--- src/design/rrlm_pkg.sv ---
// Package for the request/response latency matcher.
// Outcome codes, opcode values and the controller/datapath command and status structs.
// No dependencies.
package rrlm_pkg;

    localparam logic [2:0] OUT_STORED   = 3'd0;
    localparam logic [2:0] OUT_MATCHED  = 3'd1;
    localparam logic [2:0] OUT_DUP_RECV = 3'd2;
    localparam logic [2:0] OUT_SEND_UPD = 3'd3;
    localparam logic [2:0] OUT_DROPPED  = 3'd4;

    localparam logic OP_RECV = 1'b0;
    localparam logic OP_SEND = 1'b1;

    typedef struct packed {
        logic capture;   // latch the input beat, start the search
        logic scan;      // advance the search by one slot
        logic commit;    // apply the update and load the result
    } t_cmd;

    typedef struct packed {
        logic scan_done; // search has covered every slot
    } t_status;

endpackage

--- src/design/rrlm_ctrl.sv ---
// Controller for the latency matcher: sequences capture, slot scan and commit.
// Depends on rrlm_pkg.
module rrlm_ctrl (
    input  logic             i_clk,
    input  logic             i_rst_n,
    input  logic             i_valid,
    output logic             o_stall,
    output logic             o_valid,
    input  logic             i_stall,
    input  rrlm_pkg::t_status i_status,
    output rrlm_pkg::t_cmd    o_cmd
);

    localparam logic [1:0] S_IDLE = 2'd0;
    localparam logic [1:0] S_SCAN = 2'd1;
    localparam logic [1:0] S_DONE = 2'd2;

    logic [1:0] r_state, n_state;
    logic       r_out_valid, n_out_valid;
    logic       out_free;

    assign out_free = !r_out_valid || !i_stall;
    // hold the input closed during reset and while an event is in work
    assign o_stall  = !i_rst_n || (r_state != S_IDLE);
    assign o_valid  = r_out_valid;

    always_comb begin
        n_state     = r_state;
        n_out_valid = r_out_valid && i_stall;
        o_cmd       = '0;
        unique case (r_state)
            S_IDLE: begin
                if (i_valid) begin
                    o_cmd.capture = 1'b1;
                    n_state       = S_SCAN;
                end
            end
            S_SCAN: begin
                o_cmd.scan = 1'b1;
                if (i_status.scan_done) n_state = S_DONE;
            end
            S_DONE: begin
                if (out_free) begin
                    o_cmd.commit = 1'b1;
                    n_out_valid  = 1'b1;
                    n_state      = S_IDLE;
                end
            end
            default: n_state = S_IDLE;
        endcase
    end

    always_ff @(posedge i_clk) begin
        if (!i_rst_n) begin
            r_state     <= S_IDLE;
            r_out_valid <= 1'b0;
        end else begin
            r_state     <= n_state;
            r_out_valid <= n_out_valid;
        end
    end

`ifndef SYNTH
    a_commit_only_when_free: assert property (@(posedge i_clk) disable iff (!i_rst_n)
        o_cmd.commit |-> out_free) else $error("commit while output held");
    a_valid_after_commit: assert property (@(posedge i_clk) disable iff (!i_rst_n)
        o_cmd.commit |=> o_valid) else $error("no result after commit");
    a_busy_stall: assert property (@(posedge i_clk) disable iff (!i_rst_n)
        o_cmd.capture |=> o_stall) else $error("input open during search");
`endif

endmodule

--- config.mk ---
export PLATFORM = sky130hd
export DESIGN_NAME = rrlm_ctrl
export DESIGN_NICKNAME = d
export VERILOG_FILES = /design/src/design/rrlm_pkg.sv /design/src/design/rrlm_ctrl.sv
export SDC_FILE = /design/constraint.sdc
export NUM_CORES = 1
export LEC_CHECK = 0
export ABC_AREA = 0
export BUFFER_PORTS_ARGS = -buffer_cell sky130_fd_sc_hd__buf_2
export CAP_MARGIN = 20
export CELL_PAD_IN_SITES_DETAIL_PLACEMENT = 1
export CELL_PAD_IN_SITES_GLOBAL_PLACEMENT = 1
export CORE_AREA = 2 2 39 41
export CTS_CLUSTER_DIAMETER = 40
export DETAILED_ROUTE_END_ITERATION = 8
export DIE_AREA = 0 0 41 43
export PLACE_DENSITY = 0.36
export RECOVER_POWER = 100
export SLEW_MARGIN = 40
export SYNTH_ARGS = -nofsm -noshare
export SYNTH_HDL_FRONTEND = slang
export SYNTH_SLANG_ARGS = --single-unit
--- constraint.sdc ---
create_clock -name i_clk -period 1.9 [get_ports i_clk]
set_clock_uncertainty 0.1 [all_clocks]
set_input_delay 0.095 -clock i_clk [delete_from_list [all_inputs] [get_ports i_clk]]
set_output_delay 0.095 -clock i_clk [all_outputs]
set_load 0.02 [all_outputs]
==> results of run 1 <==
[layer usage]
| layer | share of wire (%) | vias to the layer above | global-route usage, % |
|---|---|---|---|
| met5 | 0 | - | 0 |
| met4 | 0 | 0 | 8.00 |
| met3 | 11 | 0 | 1.57 |
| met2 | 41 | 9 | 7.50 |
| met1 | 47 | 79 | 7.32 |
| li1 | - | 86 | - |
[cell usage in the layout, fill, tap and decap left out, drive strengths merged]
master / Yosys / routed
a21boi: 2 / 2
a21oi: 2 / 2
and2: 1 / 1
buf: 1 / 4
clkbuf: 0 / 9
dfxtp: 3 / 3
nand2: 2 / 2
nand2b: 4 / 4
nand3b: 1 / 1
nand4b: 1 / 1
nor2: 1 / 1
nor2b: 1 / 1
[worst paths after layout]
path,startpoint,endpoint,slack (ns),cells past startpoint
max,r_state[0],o_cmd[0],0.59,3
min,i_rst_n,r_state[0],0.03,3
max reg2reg,r_state[0],r_state[1],1.04,2
min reg2reg,o_valid,o_valid,0.41,2
[kinds of logic after synthesis]
logic type | after synthesis
AND/OR/NAND/NOR | 11
flip-flops | 3
buffers and inverters | 1
AO/OA/AOI/OAI | 4
[power by group through the flow]
stage,sequential (W),combinational [W],clock [W]
2_1_floorplan,0.0000705,0.0000211,0
5_1_grt,0.0000706,0.0000338,0.000123
6_report,0.0000701,0.0000302,0.000109
3_3_place_gp,0.0000709,0.0000323,0
4_1_cts,0.0000702,0.0000327,0.000113
3_5_place_dp,0.0000712,0.0000325,0
[stage by stage]
stage / total power (W) / worst slack, ns
floorplan: 0.0000916 / 0.881
global placement: 0.000103 / 0.903
detailed placement: 0.000104 / 0.890
CTS: 0.000216 / 0.645
global route: 0.000228 / 0.468
finish: 0.000210 / 0.594
[state kept, by name, indices dropped and copies added, names as in the netlist]
| signal | count |
|---|---|
| o_valid | 1 |
| r_state | 2 |
[final cells by class]
type / instances / area [um2]
Clock buffer: 4 / 26.3
Fill cell: 174 / 1150
Multi-Input combinational cell: 15 / 90.1
Sequential cell: 3 / 60.1
Tap cell: 16 / 20.0
Timing Repair Buffer: 9 / 38.8
[worst register-to-register path: cells and delay by family, from the launching register on]
family | cells | cell delay, ns
compound gates | 1 | 0.17
flops | 1 | 0.34
simple gates | 1 | 0.18
==> metrics, run 1 <==
Final Max Slew Viols 0; Worst VDD drop 0.000151 V; final hold vios 0; H-tree depth 1; DRT antenna net count 0; CTS tree done; EDFF count, synth 0; Starting DRT DRC Count 3; global-route usage over all layers 6.21%; post-cts sizing count 0; compound-gate portion of the synthesized area 15.9%; Final Cycle Share 68.7%; status finished, final reports clean; setup_tns 0 ns; Worst Path Buf+Inv 1; Slew headroom 82.9%; Die Ht 43 um; post-synthesis mux area share 0%; full die area 1760 um2; maximum clock rate 766 MHz; largest family of logic cells by synthesized area simple AND/OR/NAND/NOR gates; yosys warns 0; CP max-delay cell dfxtp_1; Hold Buf Count CTS 0; simple-gate share of the synthesized area 41.3%; Top-Level Pins 10; P&R area growth vs syn 49.2%; grt total ovfl 0; most common cell in the netlist nand2b_1; Final min period 1.31 ns; synth top area cells dfxtp_1, nand2b_1, a21boi_1; Synth Area in Adders 0%; Synth Area per Inst 8.30 um2; antenna diode count 0; cells along the critical path nand2b_1 -> a21oi_1 -> clkbuf_1; Net Sw Power 0.0000524 W; final instance area 235 um2; Synth Flop Type dfxtp_1; final setup vio count 0; top-area cell type share of the netlist area 38.1%; Post-Syn Instances 19; Post-Place Cell Area 215 um2; fin util 17.0%; crit path max fanout 7; Pre-antenna DRT Iters 2; Residual DRC 0; # nets final 37; initial antenna violation count 0; CTS clk-pin slew, worst paths 0.03 ns; clock sink total 3; Worst Tran Pin Value 0.257 ns; Synth Area in XOR/XNOR 0%; Power Internal 0.000157 W; syn_nets 24; Via Count 174; Core Box Area 1380 um2; clk buf depth 2; port bufs 9; Synth area leader dfxtp_1; Die Wd 41 um; sequential area share after synthesis 38.1%; kind of critical path reg2out; Avg Vias per Cell 3.70; max-cap violations 0; Syn Std Cell Area 158 um2; RePlAce Congestion 0.623; RSZ-0062 raised after global routing no; layout cells sized above 1 22.6%; TritonCTS Buffers 3; Post-CTS Setup Bufs 0; Req. time, crit path 1.70 ns; Inst Count DP 43; tightest hold margin 0.0316 ns; first-pass GRT wire length 690 um; Commonest cells post-synth nand2b_1, dfxtp_1, a21boi_1, a21oi_1, nand2_1; #FFs+latches synth 3; num rows 14; clock network power share 52.2%; CTS root buf clkbuf_4; asr flop ratio synth 0%; CP startpoint kind flip-flop; Power Density 891 nW/um2; post-route insts no fill 47; vias in the first global route 196; Skew-Pair Late Insertion Delay 0.23 ns; drt total wl 413 um; largest net degree at the start of global routing 8; Seq pwr share 33.4%; Hold Path Class in2reg; Initial Utilization 11.4%; crit-path leading delay family flip-flops; logic gate share of total power 14.4%; CP endpoint kind primary output; crit path DAT 1.11 ns; sw frac 25.0%; Pleak 0.0909 nW; WL per Instance 8.79 um; Worst path max stage delay 0.34 ns; Distinct cells, synth 11
(Power assumes the default switching activity.)
==> run 2, diff against run 1 <==
Clock period 1.9 ns to 1.3 ns, I/O delays scaled along.
==> run 2 against run 1 <==
Compared with the run above:
- combinational power increased by 62%
- setup slack got worse by 0.49 ns
- critical path depth unchanged
- largest cell class unchanged
- highest routed layer unchanged
==> metrics, run 2 (synthesis results as in run 1) <==
largest net degree at the start of global routing 8; Slew headroom 82.9%; Power Density 1240 nW/um2; final hold vios 0; first-pass GRT wire length 703 um; Most flops, register r_state; Starting DRT DRC Count 3; R2R cell count 2; Fill cells 174; Skew-Pair Late Insertion Delay 0.24 ns; clk buf depth 2; Via Count 177; Pwr Total 0.000317 W; P&R area growth vs syn 61.9%; final setup vio count 0; clock sink total 3; tightest hold margin 0.00507 ns; critical path depth 3; Hold Path Class in2reg; Core Box Area 1380 um2; Final Max Slew Viols 0; CTS root buf clkbuf_4; Reg-to-Reg Start r_state[0]; Pre-antenna DRT Iters 2; CP endpoint kind primary output; Worst setup startpoint r_state[1]; Pleak 0.105 nW; cells along the critical path nor2_1 -> and2_1 -> clkbuf_2; initial antenna violation count 0; Worst Path Buf+Inv 1; Worst path max stage delay 0.34 ns; fin util 18.4%; CTS clk-pin slew, worst paths 0.04 ns; global-route usage over all layers 6.61%; Die Wd 41 um; max reg flops 2; CP startpoint kind flip-flop; num rows 14; drt total wl 420 um; Initial Utilization 11.4%; status finished, final reports clean; crit path DAT 1.03 ns; WL per Instance 8.75 um; Worst Tran Pin Value 0.258 ns; Top-Level Pins 10; Final min period 1.20 ns; WHS Path Cells 3; full die area 1760 um2; crit-path leading delay family flip-flops; CP max-delay cell dfxtp_1; Die Ht 43 um; TritonCTS Buffers 3; most frequent cells in the layout nand2b_1, buf_2, clkbuf_4, clkbuf_1, dfxtp_1; H-tree depth 1; RePlAce Congestion 0.634; r2r endpoint o_valid; max-cap violations 0; layout cells sized above 1 34.4%; Worst VDD drop 0.000250 V; Req. time, crit path 1.13 ns; kind of critical path reg2out; # nets final 38; RSZ-0062 raised after global routing no; DRT antenna net count 0; Post-CTS Setup Bufs 0; Residual DRC 0; setup_tns 0 ns; hold path start i_valid; hold endpoint r_state[0]; R2R Setup Slk 0.42 ns; maximum clock rate 836 MHz; crit path max fanout 6; vias in the first global route 166; CTS tree done; grt total ovfl 0; Final Cycle Share 92.1%; Avg Vias per Cell 3.69; antenna diode count 0; port bufs 9
run 2: final cells by class:
| type | instances | area, um2 | share of cell area (%) |
|---|---|---|---|
| flip-flops and latches | 3 | 60.1 | 23.5 |
| well taps | 16 | 20.0 | 7.84 |
| clock buffers | 4 | 26.3 | 10.3 |
| multi-input cells | 15 | 93.8 | 36.8 |
| repair buffers | 10 | 55.1 | 21.6 |
run 2: tightest hold or removal path: cells and delay by family:
kind | cells | cell delay, ns
buffers and inverters | 1 | 0.10
AOI/OAI and AO/OA | 1 | 0.06
and+or+nand+nor | 1 | 0.06
run 2: per-stage QoR:
step | setup WS [ns] | std cells | area [um2]
finish | 0.103 | 48 | 255
global placement | 0.339 | 43 | 215
floorplan | 0.311 | 19 | 158
detailed placement | 0.310 | 43 | 215
CTS | 0.0458 | 48 | 251
global route | 0.0135 | 48 | 255
run 2: routing by layer:
metal / global-route usage, % / routed length (um) / up-vias
met5: 0 / 0 / -
li1: - / - / 90
met3: 4.71 / 47 / 0
met2: 6.88 / 167 / 9
met1: 7.35 / 204 / 78
met4: 8.00 / 0 / 0
run 2: how the worst max path moves through the flow:
stage and end:
3_3_place_gp o_cmd[0], 3_5_place_dp o_cmd[0], 5_1_grt o_cmd[2], 6_report o_cmd[2], 2_1_floorplan o_cmd[0], 4_1_cts o_cmd[0]
run 2: power breakdown:
group | switching [W] | internal [W] | total, W
registers | 0.00000589 | 0.0000967 | 0.000103
logic | 0.0000266 | 0.0000224 | 0.0000490
clock network | 0.0000499 | 0.000115 | 0.000165
run 2: repair_timing:
item | in CTS | in global routing
setup endpoints to repair | 0 | 1
resized for setup | 0 | 2
endpoints found under the hold margin | 1 | 0
hold buffers | 1 | 0
==> run 3, diff against run 2 <==
==> constraint.sdc (replaced) <==
create_clock -name i_clk -period 1.3 [get_ports i_clk]
set_clock_uncertainty 0.1 [all_clocks]
set_input_delay 0.26 -clock i_clk [delete_from_list [all_inputs] [get_ports i_clk]]
set_output_delay 0.26 -clock i_clk [all_outputs]
set_load 0.02 [all_outputs]
==> run 3 against run 2 <==
Compared with the run above:
- total power is 3.5% higher
- non-clock buffer count unchanged
- sequential power is essentially flat
- sequential cell count is the same
- count of clock-buffer cells in the layout unchanged
- critical path type unchanged
- the run now ends with setup timing left
- critical endpoint is now o_cmd[0]
- via count grew 4.0%
- maximum frequency shrank 9.8%
==> metrics, run 3 (synthesis results as in run 1) <==
# nets final 38; layout cells sized above 1 59.4%; Final Max Slew Viols 0; M1 wire length 178 um; max-cap violations 0; Top-Level Pins 10; hold path start i_rst_n; final instance area 290 um2; grt total ovfl 0; cells along the critical path nand2b_4 -> a21oi_2 -> buf_6; Pwr Total 0.000328 W; clock network power share 49.5%; Starting DRT DRC Count 1; clk buf depth 2; Power Internal 0.000244 W; Worst Tran Pin Value 0.146 ns; Hold Path Class in2reg; commonest non-fill, non-tap cell in the layout buf_2; antenna diode count 0; most frequent cells in the layout buf_2, nand2b_1, clkbuf_4; violations in the final reports setup timing; Slew headroom 90.3%; Most flops, register r_state; first-pass GRT wire length 841 um; RSZ-0062 raised after global routing yes; Skew-Pair Late Insertion Delay 0.23 ns; Worst VDD drop 0.000357 V; Worst Path Buf+Inv 1; clock sink total 3; CP startpoint kind flip-flop; full die area 1760 um2; hold endpoint r_state[0]; H-tree depth 1; Worst path max stage delay 0.35 ns; CTS tree done; CTS root buf clkbuf_4; logic gate share of total power 19.3%; Core Box Area 1380 um2; final setup vio count 2; Post-Place Cell Area 215 um2; Pre-antenna DRT Iters 3; kind of critical path reg2out; TritonCTS Buffers 3; Req. time, crit path 0.94 ns; port bufs 9; WL per Instance 10.4 um; DRT antenna net count 0; Net Sw Power 0.0000840 W; CP max-delay cell dfxtp_4; Pleak 0.125 nW; Final WS setup -0.0276 ns; Initial Utilization 11.4%; uppermost layer routed met3; met2 WL post-DR 263 um; initial antenna violation count 0; fin util 21.0%; status complete, but fails checks; sw frac 25.6%; Power Density 1130 nW/um2; Avg Vias per Cell 3.83; WHS Path Cells 3; Reg-to-Reg Start r_state[0]; drt total wl 499 um; num rows 14; Residual DRC 0; final hold vios 0; R2R cell count 3; maximum clock rate 753 MHz; crit path max fanout 6; crit path DAT 0.97 ns; Final Cycle Share 102%; largest net degree at the start of global routing 7; CP endpoint kind primary output; global-route usage over all layers 7.31%; crit-path leading delay family flip-flops; Die Ht 43 um; Via Count 184; CTS clk-pin slew, worst paths 0.04 ns; R2R Setup Slk 0.42 ns; Routed met3 length 57 um; max reg flops 2; Final min period 1.33 ns; Seq pwr share 31.3%; Die Wd 41 um; vias in the first global route 223; RePlAce Congestion 0.670; r2r endpoint r_state[1]; P&R area growth vs syn 84.1%
## run 3: worst min-delay path: cells and delay by family
family          cells  cell delay (ns)
compound gates      1             0.04
simple gates        1             0.07
buf+inv             1             0.12
## run 3: metrics by stage
step	cells	setup slack [ns]	hold WS, ns	setup TNS [ns]
CTS	48	-0.0427	0.190	-0.0811
floorplan	19	0.116	0.290	0
detailed placement	43	0.127	0.395	0
finish	48	-0.0276	0.192	-0.0494
global route	48	-0.0733	0.210	-0.169
global placement	43	0.147	0.398	0
## run 3: cell type report
cell class / instances / area (um2)
fill: 172 / 1090
clock buffer: 4 / 26.3
tap: 16 / 20.0
multi-input combinational: 15 / 111
timing repair buffer: 10 / 65.1
sequential: 3 / 67.6
## run 3: worst max-delay path by stage
stage,start,endpoint,slack (ns),cells after the start
detailed placement,r_state[0],o_cmd[0],0.13,3
global route,r_state[0],o_cmd[0],-0.07,3
global placement,r_state[0],o_cmd[0],0.15,3
finish,r_state[0],o_cmd[0],-0.03,3
floorplan,r_state[0],o_cmd[0],0.12,2
CTS,r_state[1],o_cmd[2],-0.04,3
## run 3: per-layer routing
layer / vias to the layer above / track usage (%)
met5: - / 0
met4: 0 / 8.00
met3: 0 / 2.09
met2: 9 / 10.6
met1: 87 / 7.35
li1: 88 / -
## run 3: power by group through the flow
stage	clock [W]	combinational, W	sequential [W]
global placement	0	0.0000479	0.000103
global route	0.000180	0.0000684	0.000104
finish	0.000162	0.0000631	0.000102
CTS	0.000173	0.0000621	0.000102
detailed placement	0	0.0000475	0.000104
floorplan	0	0.0000309	0.000103
## run 3: timing repair
item                       CTS  global route
setup buffers                1             0
setup endpoints to repair    4             3
gates resized for setup     11             2
hold buffers                 0             0
pin swaps                    1             0
